$ cat config.mk
export PLATFORM = sky130hd
export DESIGN_NAME = stack_queue_engine
export DESIGN_NICKNAME = d
export VERILOG_FILES = /design/src/design/sqe_pkg.sv /design/src/design/stack_queue_engine.sv /design/src/design/sqe_ctrl.sv /design/src/design/sqe_dp.sv
export SDC_FILE = /design/constraint.sdc
export NUM_CORES = 2
export LEC_CHECK = 0
export BUFFER_PORTS_ARGS = -buffer_cell sky130_fd_sc_hd__buf_2
export CAP_MARGIN = 20
export CORE_AREA = 2 2 328 330
export CTS_BUF_LIST = sky130_fd_sc_hd__clkbuf_16
export CTS_CLUSTER_SIZE = 30
export DETAILED_ROUTE_END_ITERATION = 7
export DIE_AREA = 0 0 330 332
export PLACE_DENSITY = 0.61
export SETUP_SLACK_MARGIN = 0.05
export SLEW_MARGIN = 20
export SYNTH_ARGS = -nofsm -noshare
export SYNTH_HDL_FRONTEND = slang
export SYNTH_SLANG_ARGS = --single-unit
$ cat constraint.sdc
create_clock -name clk_i -period 9 [get_ports clk_i]
set_clock_uncertainty 0.2 [all_clocks]
set_input_delay 0.9 -clock clk_i [delete_from_list [all_inputs] [get_ports clk_i]]
set_output_delay 0.9 -clock clk_i [all_outputs]
set_load 0.05 [all_outputs]
$ cat src/design/sqe_pkg.sv
package sqe_pkg;

  localparam int unsigned DepthDef = 32;

  localparam int unsigned CmdW    = 3;
  localparam int unsigned StatusW = 3;
  localparam int unsigned ValueW  = 32;

  localparam logic [CmdW-1:0] CMD_PUSH  = 3'd0;
  localparam logic [CmdW-1:0] CMD_PRINT = 3'd1;
  localparam logic [CmdW-1:0] CMD_PEEK  = 3'd2;
  localparam logic [CmdW-1:0] CMD_POP   = 3'd3;
  localparam logic [CmdW-1:0] CMD_SWAP  = 3'd4;

  localparam logic [StatusW-1:0] STAT_OK         = 3'd0;
  localparam logic [StatusW-1:0] STAT_PEEK_EMPTY = 3'd1;
  localparam logic [StatusW-1:0] STAT_POP_EMPTY  = 3'd2;
  localparam logic [StatusW-1:0] STAT_SWAP_SHORT = 3'd3;
  localparam logic [StatusW-1:0] STAT_PUSH_FULL  = 3'd4;

  typedef enum logic [3:0] {
    ST_IDLE,
    ST_EXEC,
    ST_PEEK,
    ST_SWAP_A,
    ST_SWAP_B,
    ST_SWAP_DONE,
    ST_PR_READ,
    ST_PR_OUT
  } sqe_state_e;

  typedef enum logic [1:0] {
    RSEL_TOP,
    RSEL_NEXT,
    RSEL_PTR
  } sqe_rsel_e;

  typedef struct packed {
    logic                latch;
    logic                push;
    logic                pop;
    logic                rd_en;
    sqe_rsel_e           rd_sel;
    logic                tmp_load;
    logic                swap_wr_top;
    logic                swap_wr_next;
    logic                ptr_init;
    logic                ptr_step;
    logic                emit;
    logic                emit_data;
    logic [StatusW-1:0]  emit_status;
    logic                emit_last;
  } sqe_cmd_t;

  typedef struct packed {
    logic [CmdW-1:0] cmd;
    logic            empty;
    logic            full;
    logic            short;
    logic            out_free;
    logic            print_last;
  } sqe_stat_t;

endpackage

$ cat src/design/stack_queue_engine.sv
// Bounded store of DEPTH signed 32-bit entries kept in a ring buffer, used as
// a stack (queue_mode 0, push on top) or a queue (queue_mode 1, push after the
// bottom). Requests arrive on s_axis with the command in tuser and the push
// value in tdata; results leave on m_axis, one per push, pop, peek or swap and
// one per entry for print-all (none when empty), tlast marking the final one.
// One request is handled at a time by a state machine over a single-port
// entry memory with registered read: push, pop, ignored codes and error
// results finish in the execute state, peek adds a result state, swap adds
// hold, write and done states, and print-all a read and an output state per
// entry. Every result also waits while the output register is still held
// by the sink. A finished result waits in the output register while the
// next request is taken. Write cfg_we_i/cfg_wdata_i only when idle.
module stack_queue_engine import sqe_pkg::*; #(
  parameter int unsigned DEPTH = DepthDef
) (
  input  logic              clk_i,
  input  logic              rst_ni,
  input  logic              cfg_we_i,
  input  logic              cfg_wdata_i,     // queue_mode
  input  logic              s_axis_tvalid_i,
  output logic              s_axis_tready_o,
  input  logic [ValueW-1:0] s_axis_tdata_i,  // [31:0] push_value
  input  logic [CmdW-1:0]   s_axis_tuser_i,  // [2:0] cmd
  output logic              m_axis_tvalid_o,
  input  logic              m_axis_tready_i,
  output logic [ValueW-1:0] m_axis_tdata_o,  // [31:0] data_value
  output logic [StatusW:0]  m_axis_tuser_o,  // [0] has_data, [3:1] status
  output logic              m_axis_tlast_o
);

  sqe_cmd_t  dp_cmd;
  sqe_stat_t dp_stat;

  logic signed [ValueW-1:0] out_data;
  logic                     out_has_data;
  logic [StatusW-1:0]       out_status;

  sqe_ctrl u_ctrl (
    .clk_i      (clk_i),
    .rst_ni     (rst_ni),
    .in_valid_i (s_axis_tvalid_i),
    .in_ready_o (s_axis_tready_o),
    .stat_i     (dp_stat),
    .cmd_o      (dp_cmd)
  );

  sqe_dp #(
    .DEPTH (DEPTH)
  ) u_dp (
    .clk_i          (clk_i),
    .rst_ni         (rst_ni),
    .cfg_we_i       (cfg_we_i),
    .cfg_wdata_i    (cfg_wdata_i),
    .in_cmd_i       (s_axis_tuser_i),
    .in_value_i     (s_axis_tdata_i),
    .cmd_i          (dp_cmd),
    .stat_o         (dp_stat),
    .out_valid_o    (m_axis_tvalid_o),
    .out_ready_i    (m_axis_tready_i),
    .out_data_o     (out_data),
    .out_has_data_o (out_has_data),
    .out_status_o   (out_status),
    .out_last_o     (m_axis_tlast_o)
  );

  assign m_axis_tdata_o = out_data;
  assign m_axis_tuser_o = {out_status, out_has_data};

endmodule

$ cat src/design/sqe_ctrl.sv
module sqe_ctrl import sqe_pkg::*; (
  input  logic      clk_i,
  input  logic      rst_ni,
  input  logic      in_valid_i,
  output logic      in_ready_o,
  input  sqe_stat_t stat_i,
  output sqe_cmd_t  cmd_o
);

  sqe_state_e state_q, state_d;

  always_ff @(posedge clk_i or negedge rst_ni) begin
    if (!rst_ni) begin
      state_q <= ST_IDLE;
    end else begin
      state_q <= state_d;
    end
  end

  always_comb begin
    state_d = state_q;
    case (state_q)
      ST_IDLE: begin
        if (in_valid_i) state_d = ST_EXEC;
      end
      ST_EXEC: begin
        case (stat_i.cmd)
          CMD_PUSH, CMD_POP: begin
            if (stat_i.out_free) state_d = ST_IDLE;
          end
          CMD_PEEK: begin
            if (!stat_i.empty) state_d = ST_PEEK;
            else if (stat_i.out_free) state_d = ST_IDLE;
          end
          CMD_SWAP: begin
            if (!stat_i.short) state_d = ST_SWAP_A;
            else if (stat_i.out_free) state_d = ST_IDLE;
          end
          CMD_PRINT: begin
            state_d = stat_i.empty ? ST_IDLE : ST_PR_READ;
          end
          default: state_d = ST_IDLE;
        endcase
      end
      ST_PEEK: begin
        if (stat_i.out_free) state_d = ST_IDLE;
      end
      ST_SWAP_A:  state_d = ST_SWAP_B;
      ST_SWAP_B:  state_d = ST_SWAP_DONE;
      ST_SWAP_DONE: begin
        if (stat_i.out_free) state_d = ST_IDLE;
      end
      ST_PR_READ: state_d = ST_PR_OUT;
      ST_PR_OUT: begin
        if (stat_i.out_free) state_d = stat_i.print_last ? ST_IDLE : ST_PR_READ;
      end
      default: state_d = ST_IDLE;
    endcase
  end

  always_comb begin
    cmd_o             = '0;
    cmd_o.rd_sel      = RSEL_TOP;
    cmd_o.emit_status = STAT_OK;
    in_ready_o        = 1'b0;
    case (state_q)
      ST_IDLE: begin
        in_ready_o  = 1'b1;
        cmd_o.latch = in_valid_i;
      end
      ST_EXEC: begin
        case (stat_i.cmd)
          CMD_PUSH: begin
            if (stat_i.out_free) begin
              cmd_o.emit        = 1'b1;
              cmd_o.emit_last   = 1'b1;
              cmd_o.emit_status = stat_i.full ? STAT_PUSH_FULL : STAT_OK;
              cmd_o.push        = !stat_i.full;
            end
          end
          CMD_POP: begin
            if (stat_i.out_free) begin
              cmd_o.emit        = 1'b1;
              cmd_o.emit_last   = 1'b1;
              cmd_o.emit_status = stat_i.empty ? STAT_POP_EMPTY : STAT_OK;
              cmd_o.pop         = !stat_i.empty;
            end
          end
          CMD_PEEK: begin
            if (!stat_i.empty) begin
              cmd_o.rd_en = 1'b1;
            end else if (stat_i.out_free) begin
              cmd_o.emit        = 1'b1;
              cmd_o.emit_last   = 1'b1;
              cmd_o.emit_status = STAT_PEEK_EMPTY;
            end
          end
          CMD_SWAP: begin
            if (!stat_i.short) begin
              cmd_o.rd_en = 1'b1;
            end else if (stat_i.out_free) begin
              cmd_o.emit        = 1'b1;
              cmd_o.emit_last   = 1'b1;
              cmd_o.emit_status = STAT_SWAP_SHORT;
            end
          end
          CMD_PRINT: begin
            cmd_o.ptr_init = !stat_i.empty;
          end
          default: ;
        endcase
      end
      ST_PEEK: begin
        if (stat_i.out_free) begin
          cmd_o.emit      = 1'b1;
          cmd_o.emit_data = 1'b1;
          cmd_o.emit_last = 1'b1;
        end
      end
      ST_SWAP_A: begin
        // hold the top value, fetch the one below it
        cmd_o.tmp_load = 1'b1;
        cmd_o.rd_en    = 1'b1;
        cmd_o.rd_sel   = RSEL_NEXT;
      end
      ST_SWAP_B: begin
        cmd_o.swap_wr_top = 1'b1;
      end
      ST_SWAP_DONE: begin
        if (stat_i.out_free) begin
          cmd_o.swap_wr_next = 1'b1;
          cmd_o.emit         = 1'b1;
          cmd_o.emit_last    = 1'b1;
        end
      end
      ST_PR_READ: begin
        cmd_o.rd_en    = 1'b1;
        cmd_o.rd_sel   = RSEL_PTR;
        cmd_o.ptr_step = 1'b1;
      end
      ST_PR_OUT: begin
        if (stat_i.out_free) begin
          cmd_o.emit      = 1'b1;
          cmd_o.emit_data = 1'b1;
          cmd_o.emit_last = stat_i.print_last;
        end
      end
      default: ;
    endcase
  end

endmodule

$ cat src/design/sqe_dp.sv
module sqe_dp import sqe_pkg::*; #(
  parameter int unsigned DEPTH = DepthDef
) (
  input  logic                     clk_i,
  input  logic                     rst_ni,
  input  logic                     cfg_we_i,
  input  logic                     cfg_wdata_i,
  input  logic [CmdW-1:0]          in_cmd_i,
  input  logic signed [ValueW-1:0] in_value_i,
  input  sqe_cmd_t                 cmd_i,
  output sqe_stat_t                stat_o,
  output logic                     out_valid_o,
  input  logic                     out_ready_i,
  output logic signed [ValueW-1:0] out_data_o,
  output logic                     out_has_data_o,
  output logic [StatusW-1:0]       out_status_o,
  output logic                     out_last_o
);

  localparam int unsigned AW = (DEPTH > 1) ? $clog2(DEPTH) : 1;
  localparam int unsigned CW = $clog2(DEPTH + 1);
  localparam int unsigned SW = AW + 1;
  localparam logic [AW-1:0] MaxIdx = AW'(DEPTH - 1);
  localparam logic [CW-1:0] FullCnt = CW'(DEPTH);

  logic [ValueW-1:0] mem [DEPTH];

  logic                     mode_q;
  logic [CmdW-1:0]          cmd_q;
  logic [ValueW-1:0]        val_q;
  logic [AW-1:0]            top_q, top_d;
  logic [CW-1:0]            count_q, count_d;
  logic [AW-1:0]            ptr_q;
  logic [CW-1:0]            idx_q;
  logic [ValueW-1:0]        rdata_q;
  logic [ValueW-1:0]        tmp_q;
  logic                     out_valid_q;
  logic signed [ValueW-1:0] out_data_q;
  logic                     out_has_q;
  logic [StatusW-1:0]       out_status_q;
  logic                     out_last_q;

  logic [AW-1:0]     top_inc, top_dec, tail_addr, ptr_inc;
  logic [SW-1:0]     tail_sum;
  logic              we;
  logic [AW-1:0]     waddr;
  logic [ValueW-1:0] wdata;
  logic [AW-1:0]     raddr;

  assign top_inc  = (top_q == MaxIdx) ? '0 : top_q + 1'b1;
  assign top_dec  = (top_q == '0) ? MaxIdx : top_q - 1'b1;
  assign ptr_inc  = (ptr_q == MaxIdx) ? '0 : ptr_q + 1'b1;
  assign tail_sum = {1'b0, top_q} + SW'(count_q);
  assign tail_addr = (tail_sum >= SW'(DEPTH)) ? AW'(tail_sum - SW'(DEPTH)) : tail_sum[AW-1:0];

  always_comb begin
    we    = 1'b0;
    waddr = top_q;
    wdata = rdata_q;
    if (cmd_i.push) begin
      we    = 1'b1;
      waddr = mode_q ? tail_addr : top_dec;
      wdata = val_q;
    end else if (cmd_i.swap_wr_top) begin
      we    = 1'b1;
      waddr = top_q;
      wdata = rdata_q;
    end else if (cmd_i.swap_wr_next) begin
      we    = 1'b1;
      waddr = top_inc;
      wdata = tmp_q;
    end
  end

  always_comb begin
    case (cmd_i.rd_sel)
      RSEL_TOP:  raddr = top_q;
      RSEL_NEXT: raddr = top_inc;
      RSEL_PTR:  raddr = ptr_q;
      default:   raddr = top_q;
    endcase
  end

  always_comb begin
    top_d   = top_q;
    count_d = count_q;
    if (cmd_i.push) begin
      count_d = count_q + 1'b1;
      if (!mode_q) top_d = top_dec;
    end else if (cmd_i.pop) begin
      count_d = count_q - 1'b1;
      top_d   = top_inc;
    end
  end

  always_ff @(posedge clk_i) begin
    if (we) mem[waddr] <= wdata;
    if (cmd_i.rd_en) rdata_q <= mem[raddr];
  end

  always_ff @(posedge clk_i or negedge rst_ni) begin
    if (!rst_ni) begin
      mode_q      <= 1'b0;
      top_q       <= '0;
      count_q     <= '0;
      out_valid_q <= 1'b0;
    end else begin
      if (cfg_we_i) mode_q <= cfg_wdata_i;
      top_q   <= top_d;
      count_q <= count_d;
      if (cmd_i.emit) out_valid_q <= 1'b1;
      else if (out_ready_i) out_valid_q <= 1'b0;
    end
  end

  always_ff @(posedge clk_i) begin
    if (cmd_i.latch) begin
      cmd_q <= in_cmd_i;
      val_q <= in_value_i;
    end
    if (cmd_i.tmp_load) tmp_q <= rdata_q;
    if (cmd_i.ptr_init) begin
      ptr_q <= top_q;
      idx_q <= '0;
    end else begin
      if (cmd_i.ptr_step) ptr_q <= ptr_inc;
      if (cmd_i.emit && cmd_i.emit_data) idx_q <= idx_q + 1'b1;
    end
    if (cmd_i.emit) begin
      out_data_q   <= cmd_i.emit_data ? rdata_q : '0;
      out_has_q    <= cmd_i.emit_data;
      out_status_q <= cmd_i.emit_status;
      out_last_q   <= cmd_i.emit_last;
    end
  end

  assign stat_o.cmd        = cmd_q;
  assign stat_o.empty      = (count_q == '0);
  assign stat_o.full       = (count_q == FullCnt);
  assign stat_o.short      = (count_q < CW'(2));
  assign stat_o.out_free   = !out_valid_q || out_ready_i;
  assign stat_o.print_last = ((idx_q + 1'b1) == count_q);

  assign out_valid_o    = out_valid_q;
  assign out_data_o     = out_data_q;
  assign out_has_data_o = out_has_q;
  assign out_status_o   = out_status_q;
  assign out_last_o     = out_last_q;

`ifndef SYNTH
  a_count_bound: assert property (@(posedge clk_i) disable iff (!rst_ni)
    count_q <= FullCnt)
    else $error("entry count above depth");

  a_emit_free: assert property (@(posedge clk_i) disable iff (!rst_ni)
    cmd_i.emit |-> (!out_valid_q || out_ready_i))
    else $error("result register overwritten while held");

  a_pop_nonempty: assert property (@(posedge clk_i) disable iff (!rst_ni)
    cmd_i.pop |-> (count_q != '0))
    else $error("pop on empty store");

  a_push_count: assert property (@(posedge clk_i) disable iff (!rst_ni)
    cmd_i.push |=> (count_q == $past(count_q) + 1'b1))
    else $error("push did not advance the count");
`endif

endmodule

# After elaboration in Yosys (flattened, before gate mapping)
# Memory sizes are Yosys's and may differ from the RTL's. A register that Yosys moved wholly into a read port is not among the register bits.
# Index checks and enable logic that the tools add are counted.
classes:
  n_lt_le_gt_ge: 2
  muxes: 71
  eq_ne: 20
  n_reduce_logical: 18
  addsub: 8
op_table:
  columns: ["op", "n"]
  rows:
  - ["two-way mux 32 bit", 3]
  - ["two-way mux 5 bit", 13]
  - ["two-way mux 4 bit", 9]
  - ["case mux 4 bit (4 select lines)", 2]
  - ["case mux 4 bit (7 select lines)", 1]
  - ["two-way mux 1 bit", 26]
  - ["== test 4 x 3 -> 1 bit (second input constant)", 4]
  - ["adder 6 x 1 -> 6 bit (second input constant)", 2]
  - ["two-way mux 3 bit", 4]
  - ["two-way mux 6 bit", 2]
  - ["adder 5 x 1 -> 5 bit (second input constant)", 2]
  - ["== test 5 bit (second input constant)", 2]
  - ["case mux 5 bit (2 select lines)", 1]
  - ["subtractor 5 x 1 -> 5 bit (second input constant)", 2]
  - ["case mux 1 bit (3 select lines)", 3]
  - ["== test 4 x 2 -> 1 bit (second input constant)", 2]
  - ["two-way mux 2 bit", 4]
  - ["OR reduction 2 bit", 4]
  - ["adder 5 x 6 -> 6 bit", 1]
  - ["== test 3 x 2 -> 1 bit (second input constant)", 2]
  - ["== test 6 bit", 1]
  - ["== test 6 bit (second input constant)", 1]
  - [">= comparator 6 bit (second input constant)", 1]
  - ["zero test 6 bit", 1]
  - ["other kinds (18)", 26]
word_totals:
  out_inout_bits: 39
  memories: 1
  ff_bits: 132
  ram_bits: 1024
mem_list:
  columns: ["name", "words", "width", "read_ports", "rd_ports_with_merged_regs", "write_ports", "line_no", "source"]
  rows:
  - ["u_dp.mem", 32, 32, 1, 1, 1, "sqe_dp.sv:26", "logic [ValueW-1:0] mem [DEPTH];"]

# Logic depth before layout (Yosys ltp)
depth:
  word_depth: 9
  ltp_mapped: 15
  mapped_depth_nobuf: 12

# Hierarchy
# A second synthesis with hierarchy kept.
unflattened:
  hier_cells: 2428
  area_unflattened_um2: 46832.4
modules_own_cells:
  columns: ["module", "cells_each", "n_inst", "area_per_inst_um2"]
  rows:
  - ["sqe_dp", 2344, 1, 46248.1]
  - ["sqe_ctrl", 83, 1, 576.8]
  - ["stack_queue_engine", 1, 1, 7.5]

# Worst setup path before layout
# Ideal clock, no wire load.
synth_timing:
  path_type: "flip-flop to flip-flop"
  from: "register u_dp.top_q[2]"
  to: "memory u_dp.mem[8][0], enable pin"
  t_arrival_ps: 4717
  setup_slack_ps: 3615
  stages_incl_launch_ff: 11
  t_required_ps: 8332
  path_cell_list: "dfrtp_1 > clkbuf_1 > buf_1 > and3_1 > ha_1 > clkbuf_1 > nor2_1 > a221oi_1 > a21oi_2 > a21oi_2 > nor3b_1"
synth_between:
  elab_chain_cells: 5
  elab_cells_between_ends: 14
  classes_between: "add/sub: 4; order compare: 1; eq/ne: 1; mux: 7; reduce/logical: 1"
synth_rtl:
  columns: ["element", "line_no", "source"]
  rows:
  - ["start, declared", "sqe_dp.sv:31", "logic [AW-1:0] top_q, top_d;"]
  - ["start signal, assigned", "sqe_dp.sv:109", "top_q <= top_d;"]
  - ["adder 5 x 6 -> 6 bit (tied with other cells)", "sqe_dp.sv:53", "assign tail_sum = {1'b0, top_q} + SW'(count_q);"]
  - ["subtractor 5 x 1 -> 5 bit (tied with other cells)", "sqe_dp.sv:54", "assign tail_addr = (tail_sum >= SW'(DEPTH)) ? AW'(tail_sum - SW'(DEPTH)) : tail_sum[AW-1:0];"]
  - ["two-way mux 5 bit, on equally long branches", "sqe_dp.sv:54, sqe_dp.sv:68", null]
  - ["two-way mux 5 bit, on equally long branches", "sqe_dp.sv:62, sqe_dp.sv:64", null]
  - ["two-way mux 5 bit *", "sqe_dp.sv:60", "if (cmd_i.push) begin"]
  - ["end, declared", "sqe_dp.sv:26", null]
# Every way passes the cells marked *; elsewhere a longest branch is shown, timed or not.

# Worst setup path after layout
layout_timing:
  from: "register u_dp.top_q[1]"
  to: "register u_dp.rdata_q[27], read port of u_dp.mem (data pin)"
layout_between:
  elab_chain_cells: 3
  elab_cells_between_ends: 4
  classes_between: "add/sub: 1; eq/ne: 1; mux: 2"
layout_rtl:
  columns: ["element", "line_no", "source"]
  rows:
  - ["adder 5 x 1 -> 5 bit or == test 5 bit (tied branches)", "sqe_dp.sv:50", "assign top_inc = (top_q == MaxIdx) ? '0 : top_q + 1'b1;"]
  - ["two-way mux 5 bit", "sqe_dp.sv:50", null]
  - ["case mux 5 bit (2 select lines) *", "sqe_dp.sv:76", "case (cmd_i.rd_sel)"]
  - ["end, declared", "sqe_dp.sv:35", "logic [ValueW-1:0] rdata_q;"]
# Marked as above.
# A chain may end at the register's enable or synchronous reset.

==> flow_summary.ini <==
[grt]
use_met2_pct = 37.3
grt_pass1_vias = 25975
busiest_layer = met2
grt_use_met3_pct = 2.97
globalRouteMet1Util_pct = 29.9
antenna_found_initial = 1
grt.overflow.total = 0
grt_pass1_wl_um = 178000
track_usage_pct = 22.2
grt_start_max_net_pins = 134

[drt]
via_per_inst = 5.95
finalWirelength_um = 122000
drt_iter0_markers = 3192
post_drt_wl_per_cell_um = 28.0
post-route-drc-count = 6
num_vias = 25933
postRouteAntennaNets = 0
dr.pass1.iters = 8

[die]
ios = 80
initial_core_util_pct = 44.5
fp-row-count = 120
die_h_um = 332
fp.dieW_um = 330
coreArea_sq_um = 106000
die_area_sq_um = 110000

[place]
gp_congestion = 0.861
port_buffers = 79
dp_cells = 4142
hpwlAfterDp_um = 72000

[worst_setup_path]
reg2reg_to = u_dp.rdata_q[27]$_DFFE_PP_
r2r.worst_path.cells = 12
r2r_start = u_dp.top_q[1]$_DFFE_PN0P_
worstSetupPathType = register to register
end_kind = register
path_max_fanout = 96
rrSetupSlack_ns = 3.69
start_kind = register
cp.required_ns = 9.34
cp.arrival_ns = 5.65
startpoint = u_dp.top_q[1]$_DFFE_PN0P_

[synthesis]
netlist_area_sq_um = 47300
yosysUniqueCellTypes = 72
avgSynthCellArea_sq_um = 17.3
ys_top_cells_by_area = edfxtp_1, mux4_2, mux2i_1, nand2_1, mux2_2
ys_warn_count = 0
ys_seq_area_share_pct = 75.2
synth_edf_count = 1165
synth_ff_type = edfxtp_1
yosysTopAreaCell = edfxtp_1
asyncSetResetFlopFracSynth_pct = 1.43
synth_cells = 2740
synth_seq_cells = 1188
syn-num-nets = 2800
synth_top_cell_area_share_pct = 74.0

[clock_tree]
path_clk_slew_ns = 0.06
cts_max_path_buffers = 3
cts.sinks = 1188
h-tree-depth = 3
insertion_delay_ns = 0.71
cts_tree = built
cts_setup_buffers = 0
cts_buffers = 114
cts_root_buffer = clkbuf_16

[sta]
fmax_ghz = 0.188
worstMarginPinSlew_ns = 1.14
rsz0062_at_grt = false
setup_tns_ns = 0
setup-violations-final = 0
slew_headroom_pct = 24.0
drv_slew = 0
hold_viol_final = 0
finalCriticalPeriod_ns = 5.31
period_share_pct = 59.0

[worst_hold_path]
hold_start = s_axis_tdata_i[10]
hold_depth = 1
hold_end = u_dp.val_q[10]$_DFFE_PP_
hold_class = primary input to register

[pwr]
ir_drop_v = 0.000266
leakagePower_uw = 0.0178
powerDensity_nw_per_um2 = 279

[final_layout]
antenna_cells = 0
fill_cells = 8459
syn2layout_area_growth_pct = 14.4
drive_gt1_share_pct = 20.9
nets = 2917
final_core_util_pct = 50.9
layoutNonFillerInstCount = 4358
regArea_sq_um = 35500
multi_input_area_sq_um = 11500

[job]
maxCapViolations = 0

[status]
outcome = finished with violations
violations = DRC
-- cells in the mapped netlist, types with 7 or more instances --
cell       instances
ha_1              17
a22oi_1           35
edfxtp_1        1165
mux2_2            68
a21o_1             8
dfrtp_1           17
buf_2             59
or3_1              7
a31oi_1           66
mux2i_1          162
nor2_1            54
nand2b_1          13
xor2_1            13
xnor2_1           13
and2_1            36
o21ai_0           48
nor3_1            14
a21oi_1           30
and3_1            44
buf_1              7
nand2_1          353
inv_1             18
mux4_2           130
nor2b_1           11
nand3_1           73
o2111ai_1         60
clkbuf_1          94
o22ai_1           36
-- cell families after synthesis --
family,share of synthesized area (%)
DFF,75.2
muxes,11.2
xor gates and xnor gates,0.482
buffers and inverters,1.66
adders and majority gates,0.535
AOI/OAI and AO/OA,4.80
and+or+nand+nor,6.11
other,0.00793
-- report_power, final --
part / internal, uW / switching (uW) / total (uW)
Combinational: 1500 / 2430 / 3930
Sequential: 6190 / 109 / 6300
Clock: 2780 / 2070 / 4840
Total: 10500 / 4610 / 15100
-- metal layers --
metal | share of wire, % | wire length (um)
met5 | 0 | 0
met3 | 6.2 | 7550
met2 | 50 | 60800
met1 | 41 | 49600
met4 | 3.4 | 4110
-- cell type report --
cell class / count / share of cell area, %
Sequential cell: 1188 / 65.7
Multi-Input combinational cell: 1368 / 21.2
Clock buffer: 114 / 5.28
Tap cell: 1403 / 3.25
Timing Repair Buffer: 166 / 2.62
Clock inverter: 100 / 1.81
Inverter: 19 / 0.132
-- placed cells by master (no fill, tap or decap), types with 13 or more instances in the layout --
cell type / n
edfxtp_1: 1165
nand2_1: 353
mux2i_1: 162
mux4_2: 130
clkbuf_16: 114
buf_2: 79
nand3_1: 72
mux2_2: 68
a31oi_1: 66
buf_4: 64
o2111ai_1: 60
and3_1: 42
inv_1: 39
o22ai_1: 36
a22oi_1: 35
nor2_1: 34
and2_1: 34
a21oi_1: 30
clkinv_1: 27
clkinv_2: 23
nor2_4: 17
ha_1: 17
dfrtp_1: 17
o21ai_0: 16
bufinv_16: 16
o21ai_2: 15
nand2b_1: 13
xor2_1: 13
xnor2_1: 13
-- stage by stage --
step                      setup slack [ns]  total power (uW)  hold slack (ns)  cell area, sq um
after floorplan                       3.62              9060            0.241             47300
after global placement                3.82             10300            0.258             49800
after detailed placement              3.76             10400            0.275             50200
after CTS                             3.73             15200            0.132             54000
after global routing                  3.47             15600            0.144             54100
final                                 3.69             15100            0.159             54100
-- worst max path at each step --
stage                                 end  slack, ns
3_3_place_gp   u_dp.rdata_q[26]$_DFFE_PP_       3.82
5_1_grt         u_dp.rdata_q[6]$_DFFE_PP_       3.47
3_5_place_dp   u_dp.rdata_q[27]$_DFFE_PP_       3.76
6_report       u_dp.rdata_q[27]$_DFFE_PP_       3.69
4_1_cts        u_dp.rdata_q[27]$_DFFE_PP_       3.73
2_1_floorplan    u_dp.mem[8][0]$_DFFE_PP_       3.62
-- state kept, by name, indices dropped and copies added, names as in the netlist, 3 cells and up --
signal             cells
u_ctrl.state_q         4
u_dp.cmd_q             3
u_dp.count_q           6
u_dp.idx_q             6
u_dp.mem            1024
u_dp.out_data_o       32
u_dp.out_status_o      3
u_dp.ptr_q             5
u_dp.rdata_q          32
u_dp.tmp_q            32
u_dp.top_q             5
u_dp.val_q            32
-- worst max-delay path, stage by stage, from the launching register on --
cell and delay, ns:
dfrtp_1 0.64, ha_1 0.41, and3_1 0.21, ha_1 0.39
and4bb_2 0.33, nor3_4 0.23, buf_4 0.64, buf_12 0.55
mux2i_1 0.20, mux2_2 0.30, o22ai_1 0.36, a31oi_1 0.16
o2111ai_1 0.25
-- repair_timing --
item,CTS,global route
hold buffers,1,0
resized for setup,0,0
endpoints found under the hold margin,17,0
Power figures use the tool's default switching activity.
